File: src/rtl/srgt_pkg.sv
`timescale 1ns / 1ps
`default_nettype none

package srgt_pkg;

    // Field widths fixed by the interface
    localparam int unsigned CFG_W    = 9;
    localparam int unsigned SID_W    = 16;
    localparam int unsigned EPOCH_W  = 32;
    localparam int unsigned WORD_W   = 64;
    localparam int unsigned STATUS_W = 3;
    localparam int unsigned ID_W     = 8;
    localparam int unsigned COUNT_W  = 9;
    localparam int unsigned REJ_W    = 32;

    localparam logic [CFG_W-1:0] MAX_SESSIONS_RST = 9'd256;

    // Command codes
    localparam logic [1:0] CMD_OPEN      = 2'd0;
    localparam logic [1:0] CMD_CLOSE     = 2'd1;
    localparam logic [1:0] CMD_AUTH      = 2'd2;
    localparam logic [1:0] CMD_CLOSE_ALL = 2'd3;

    // Status codes
    localparam logic [STATUS_W-1:0] ST_OK           = 3'd0;
    localparam logic [STATUS_W-1:0] ST_UNAUTHORIZED = 3'd1;
    localparam logic [STATUS_W-1:0] ST_EXHAUSTED    = 3'd2;
    localparam logic [STATUS_W-1:0] ST_NOT_FOUND    = 3'd3;
    localparam logic [STATUS_W-1:0] ST_CLOSED       = 3'd4;
    localparam logic [STATUS_W-1:0] ST_STALE        = 3'd5;
    localparam logic [STATUS_W-1:0] ST_REPLAY       = 3'd6;

    // Controls from the sequencer to the entry store
    typedef struct packed {
        logic rd_en;
        logic epoch_we;
        logic closed_we;
        logic seq_we;
        logic closed_wdata;
    } t_store_ctl;

endpackage

`default_nettype wire

File: src/rtl/srgt_cmp.sv
`timescale 1ns / 1ps
`default_nettype none

module srgt_cmp
    import srgt_pkg::*;
(
    input  wire logic [WORD_W-1:0] i_a,
    input  wire logic [WORD_W-1:0] i_b,
    output logic                   o_eq,
    output logic                   o_le
);

    // Shared compare: equality and unsigned a <= b
    assign o_eq = (i_a == i_b);
    assign o_le = (i_a <= i_b);

endmodule

`default_nettype wire

File: config.mk
export PLATFORM = sky130hd
export DESIGN_NAME = srgt_cmp
export DESIGN_NICKNAME = d
export VERILOG_FILES = /design/src/rtl/srgt_pkg.sv /design/src/rtl/srgt_cmp.sv
export SDC_FILE = /design/constraint.sdc
export NUM_CORES = 1
export LEC_CHECK = 0
export ABC_AREA = 1
export BUFFER_PORTS_ARGS = -buffer_cell sky130_fd_sc_hd__buf_2
export CORE_UTILIZATION = 43
export DETAILED_ROUTE_END_ITERATION = 12
export GPL_TIMING_DRIVEN = 1
export PLACE_DENSITY = 0.85
export RECOVER_POWER = 50
export SLEW_MARGIN = 0
export SYNTH_ARGS = -nofsm -noshare
export SYNTH_HDL_FRONTEND = slang
export SYNTH_SLANG_ARGS = --single-unit
export TNS_END_PERCENT = 20
File: constraint.sdc
create_clock -name vclk -period 1.9
set_input_delay 0.38 -clock vclk [all_inputs]
set_output_delay 0.38 -clock vclk [all_outputs]
set_load 0.1 [all_outputs]
==> run summary, run 1 <==
drt total wl: 5970 microns
I/O Buffers: 130
unrepaired setup endpoints after global routing: true
max_slew headroom: 0.823
Distinct cells, synth: 20
Slew Viols, Final: 0
FFs & Latches: 0
hold path cells: 7
Initial DRC Count: 43
die span in y: 65.9 microns
Synth area leaders: ha_1, inv_1, nand2_1, a21oi_1, nor2_1
Crit. End Element: primary output
Buf/Inv on CP: 4
post-route ant nets: 0
status: finished with violations
die area: 4340 sq um
CP Data Required Time: 1.52 ns
most numerous cell in the Yosys netlist: inv_1
Core ar.: 3800 sq um
Slowest cell on crit path: ha_4
Vias/cell: 4.94
max incr delay on CP: 0.28 ns
vias in the first global route: 2146
total gr overflow: 0
Synthesized Nets: 472
Placed Instances: 464
peak supply drop: 0.000128 V
Nets: 613
initial antenna violation count: 0
WS Path Type: in2out
fin crit share: 1.17
Worst setup SP type: primary input
Layout Cells excl Fill: 467
largest area contributor in the netlist: ha_1
I/O Pins: 130
Hold Path Class: in2out
final worst setup slack: -0.332 ns
pin count of the biggest net entering global routing: 4
setup violators final: 2
layout cells sized above 1: 0.446
Post-Syn Instances: 280
GRT Resource Usage Total: 0.227
Seq/Total Area, Yosys: 0
Final Hold Viols: 0
initial core utilization: 0.462
cts hold-fix bufs: 0
static leakage: 1.84 nW
crit path to: o_eq
CP Max Fanout: 2
Peak Freq: 0.448 GHz
cell area after layout: 2980 sq um
Tmin final: 2.23 ns
# DRC: 0
die width: 65.9 microns
CP Cell Sequence: buf_2 > inv_1 > ha_4 > nand2_4 > nor2_4 > nand3_2 > nor4_2 > buf_4 > nor3b_4 > buf_12
Vias: 2306
Worst EP arrival: 1.85 ns
# Max-Cap Violations: 0
syn avg cell area: 6.27 sq um
Synth Cell Area: 1760 sq um
dpl hpwl: 4280 microns
Setup TNS Final: -0.624 ns
Cell Area, Placed: 2550 sq um
GPL Wtd Cong: 0.766
FP Rows: 22
Layout clock buffers: 0
top-area cell type share of the netlist area: 0.456
first-pass GRT wire length: 7900 microns
Critical Path Stages: 10
power per cell area: 219 nW/um^2
top cells by count, synth: inv_1, ha_1, nand2_1
failing checks: negative setup slack
Largest delay share family, worst path: simple AND/OR/NAND/NOR gates
synth warn: 0
Sequential cell area: 0 sq um
Critical Path Start: i_b[52]
Pre-Repair DR Iteration Count: 4
Least-Margin Pin Slew: 0.263 ns
Area Overhead vs Synth: 69.4%
ant diodes: 0
wire per inst: 12.8 microns
[where the power goes]
group	internal, mW	switching (mW)
registers	0	0
logic	0.332	0.320
clock network	0	0
[worst min-delay path, stage by stage]
cell	delay, ns
buf_2	0.09
ha_1	0.22
nand3_2	0.09
nor4_4	0.05
nand2_2	0.06
nor3b_4	0.05
buf_12	0.15
[what timing repair did]
| item | in CTS | in global routing |
|---|---|---|
| endpoints found under the setup margin | 2 | 2 |
| pin swaps | 10 | 17 |
| buffers inserted | 1 | 2 |
| gates resized for setup | 25 | 43 |
[per-layer routing]
metal  global-route usage  share of wire
met1                0.212           0.36
met5                    0              0
met2                0.506           0.55
met3               0.0276          0.073
met4               0.0272          0.026
[layout make-up]
type,instances,area [sq um]
Fill cell,271,823
Tap cell,48,60.1
Timing Repair Buffer,139,855
Multi-Input combinational cell,202,1770
Inverter,78,293
[cells by family after synthesis]
logic type,after synthesis,share of synthesized area
and+or+nand+nor,98,0.255
adders and majority gates,64,0.456
AOI/OAI and AO/OA,40,0.123
buffers and inverters,78,0.167
[placed cells by master (no fill, tap or decap), types with 3 or more instances in the layout]
cell | netlist | final
nand2_2 | 1 | 3
nor2_4 | 0 | 4
ha_4 | 0 | 16
nand4_1 | 3 | 3
buf_6 | 0 | 17
o21ai_0 | 5 | 4
a21oi_1 | 29 | 29
buf_2 | 0 | 111
nor2_1 | 14 | 12
o21a_1 | 3 | 3
inv_2 | 0 | 11
inv_1 | 78 | 67
nand2_4 | 0 | 5
ha_1 | 64 | 48
nand2_1 | 64 | 57
nand3_1 | 6 | 4
buf_4 | 0 | 9
[worst min-delay path by stage]
| stage | from | to |
|---|---|---|
| 5_1_grt | i_b[0] | o_eq |
| 4_1_cts | i_a[16] | o_eq |
| 2_1_floorplan | i_a[16] | o_eq |
| 3_5_place_dp | i_b[0] | o_eq |
| 3_3_place_gp | i_b[0] | o_eq |
| 6_report | i_b[0] | o_eq |
[stage by stage]
step	setup WS, ns	hold slack (ns)	total power [mW]	utilization
2_1_floorplan	-0.562	1.30	0.281	-
3_3_place_gp	-0.322	1.51	0.478	0.671
3_5_place_dp	-0.388	1.51	0.501	0.671
4_1_cts	-0.358	1.52	0.548	0.711
5_1_grt	-0.416	1.51	0.724	0.783
6_report	-0.332	1.48	0.652	0.783
Note: power is estimated with default switching activity, not from simulation.
==> inputs of run 2 (changes only) <==
BUFFER_PORTS_ARGS = not set   (was -buffer_cell sky130_fd_sc_hd__buf_2)
CORE_UTILIZATION = 45   (was 43)
DONT_BUFFER_PORTS = 1   (was not set)
PLACE_DENSITY = 0.6   (was 0.85)
==> run 2 against run 1 <==
The run still ends with negative setup slack left; cell area decreased by 26%; critical endpoint unchanged; sequential share of layout area unchanged; sequential cell count unchanged; count of clock-buffer cells in the layout unchanged; via count decreased by 28%; total power decreased by 33%; first-iteration DRC count decreased by 51%; die area decreased by 4.3%; worst setup slack improved by 0.13 ns; highest routed layer unchanged; core utilization decreased by 19 points.
==> run summary, run 2 (synthesis results as in run 1) <==
status: finished with violations
failing checks: negative setup slack
worst hold start: i_a[63]
max incr delay on CP: 0.26 ns (-0.02 ns)
vias in the first global route: 1425 (-34%)
commonest cells after routing, fill and taps aside: inv_1, nand2_1, ha_1
Tmin final: 2.11 ns (-0.126 ns)
Worst EP arrival: 1.73 ns (-0.12 ns)
cts hold-fix bufs: 0 (unchanged)
initial antenna violation count: 0 (unchanged)
fin crit share: 1.11 (-0.0662)
Comb pwr share: 1.000 (about the same)
static leakage: 1.30 nW (-29%)
max_slew headroom: 0.838 (+0.0150)
dpl hpwl: 3130 microns (-27%)
initial core utilization: 0.473 (+0.0103)
I/O Buffers: 0 (-100%)
unrepaired setup endpoints after global routing: true
Area Overhead vs Synth: 25.0%
drt total wl: 3610 microns (-40%)
die span in y: 64.5 microns (-2.2%)
Buf/Inv on CP: 2 (-2)
Min-Delay Endpoint: o_eq
CP Data Required Time: 1.52 ns (about the same)
Post-Place Setup Slack: -0.269 ns (+0.120 ns)
Slowest cell on crit path: ha_4
Cell Area, Placed: 1900 sq um (-25%)
CP Cell Sequence: inv_8 > ha_4 > nand2_4 > nor2_4 > nand4_4 > nor4_4 > nand2_2 > nor3b_4 > buf_12
cell area after layout: 2200 sq um (-26%)
fill count: 363 (+34%)
Vias: 1663 (-28%)
layout cells sized above 1: 0.176 (-0.270)
pin count of the biggest net entering global routing: 4 (unchanged)
Sequential cell area: 0 sq um (unchanged)
Vias/cell: 4.93 (about the same)
commonest non-fill, non-tap cell in the layout: inv_1
Pre-Repair DR Iteration Count: 4 (unchanged)
ant diodes: 0 (unchanged)
Clk pwr share: 0 (unchanged)
hold path cells: 5 (-2)
Crit. End Element: primary output
Initial DRC Count: 21 (-51%)
switching share of power: 0.543 (+0.0515)
Layout clock buffers: 0 (unchanged)
post-route ant nets: 0 (unchanged)
FP Rows: 22 (unchanged)
power share of the sequential group: 0 (unchanged)
Least-Margin Pin Slew: 0.241 ns (-0.0223 ns)
wire per inst: 10.7 microns (-16%)
die area: 4160 sq um (-4.3%)
Psw: 0.236 mW (-26%)
Worst setup SP type: primary input
I/O Pins: 130 (unchanged)
die width: 64.5 microns (-2.2%)
FFs & Latches: 0 (unchanged)
Largest delay share family, worst path: simple AND/OR/NAND/NOR gates
power per cell area: 198 nW/um^2 (-9.6%)
peak supply drop: 0.0000816 V (-36%)
# Max-Cap Violations: 0 (unchanged)
Nets: 483 (-21%)
GPL Wtd Cong: 0.738 (-3.7%)
total gr overflow: 0 (unchanged)
setup violators final: 2 (unchanged)
Core ar.: 3720 sq um (-2.2%)
Hold Path Class: in2out
Setup TNS Final: -0.412 ns (+0.212 ns)
CP Max Fanout: 2 (unchanged)
Internal Power: 0.199 mW (-40%)
Slew Viols, Final: 0 (unchanged)
GRT Resource Usage Total: 0.157 (-0.0700)
Final Hold Viols: 0 (unchanged)
first-pass GRT wire length: 5450 microns (-31%)
Peak Freq: 0.475 GHz (+6.0%)
# DRC: 0 (unchanged)
WS Path Type: in2out
final worst setup slack: -0.207 ns (+0.126 ns)
## run 2: cell count changes in the layout (fill, tap and decap cells not counted), sizes merged
cell	previous run	this run
buf	139	9
## run 2: what timing repair did
action	in CTS	in global routing
endpoints found under the hold margin	0	0
endpoints found under the setup margin	2	2
buffers inserted	0	2
gates resized for setup	22	33
gates cloned	0	0
pin swaps	10	17
## run 2: area by class of cell
class	count	area, sq um	share of cell area
multi-input cells	202	1720	0.781
inverters	78	328	0.149
repair buffers	9	92.6	0.0422
well taps	48	60.1	0.0274
## run 2: worst min-delay path, delay by kind of cell
family / cells / cell delay [ns]
adder cells (fa/ha/maj): 1 / 0.20
buffers and inverters: 1 / 0.15
AND/OR/NAND/NOR: 3 / 0.29
## run 2: stage by stage
step	std cells	hold WS [ns]	power, mW	utilization
after global placement	335	1.40	0.350	0.511
after detailed placement	335	1.40	0.356	0.511
after global routing	337	1.42	0.506	0.591
final	337	1.41	0.435	0.591
after floorplan	280	1.30	0.281	-
after CTS	335	1.43	0.378	0.540
## run 2: metal layers
metal,up-vias,global-route usage,share of wire
li1,912,-,-
met1,679,0.174,0.39
met2,68,0.322,0.55
met3,4,0.0176,0.057
met4,0,0.0111,0.0047
met5,-,0,0
## run 2: power groups by stage
stage	sequential, mW	combinational [mW]	clock, mW
floorplan	0	0.281	0
global placement	0	0.350	0
detailed placement	0	0.356	0
CTS	0	0.378	0
global route	0	0.506	0
finish	0	0.435	0
## run 2: worst max path at each step
| stage | startpoint | end | slack [ns] | cells after the start |
|---|---|---|---|---|
| 2_1_floorplan | i_b[15] | o_eq | -0.56 | 8 |
| 3_3_place_gp | i_b[47] | o_le | -0.24 | 9 |
| 3_5_place_dp | i_b[47] | o_le | -0.27 | 9 |
| 4_1_cts | i_b[45] | o_le | -0.20 | 10 |
| 5_1_grt | i_b[13] | o_eq | -0.30 | 9 |
| 6_report | i_b[13] | o_eq | -0.21 | 9 |
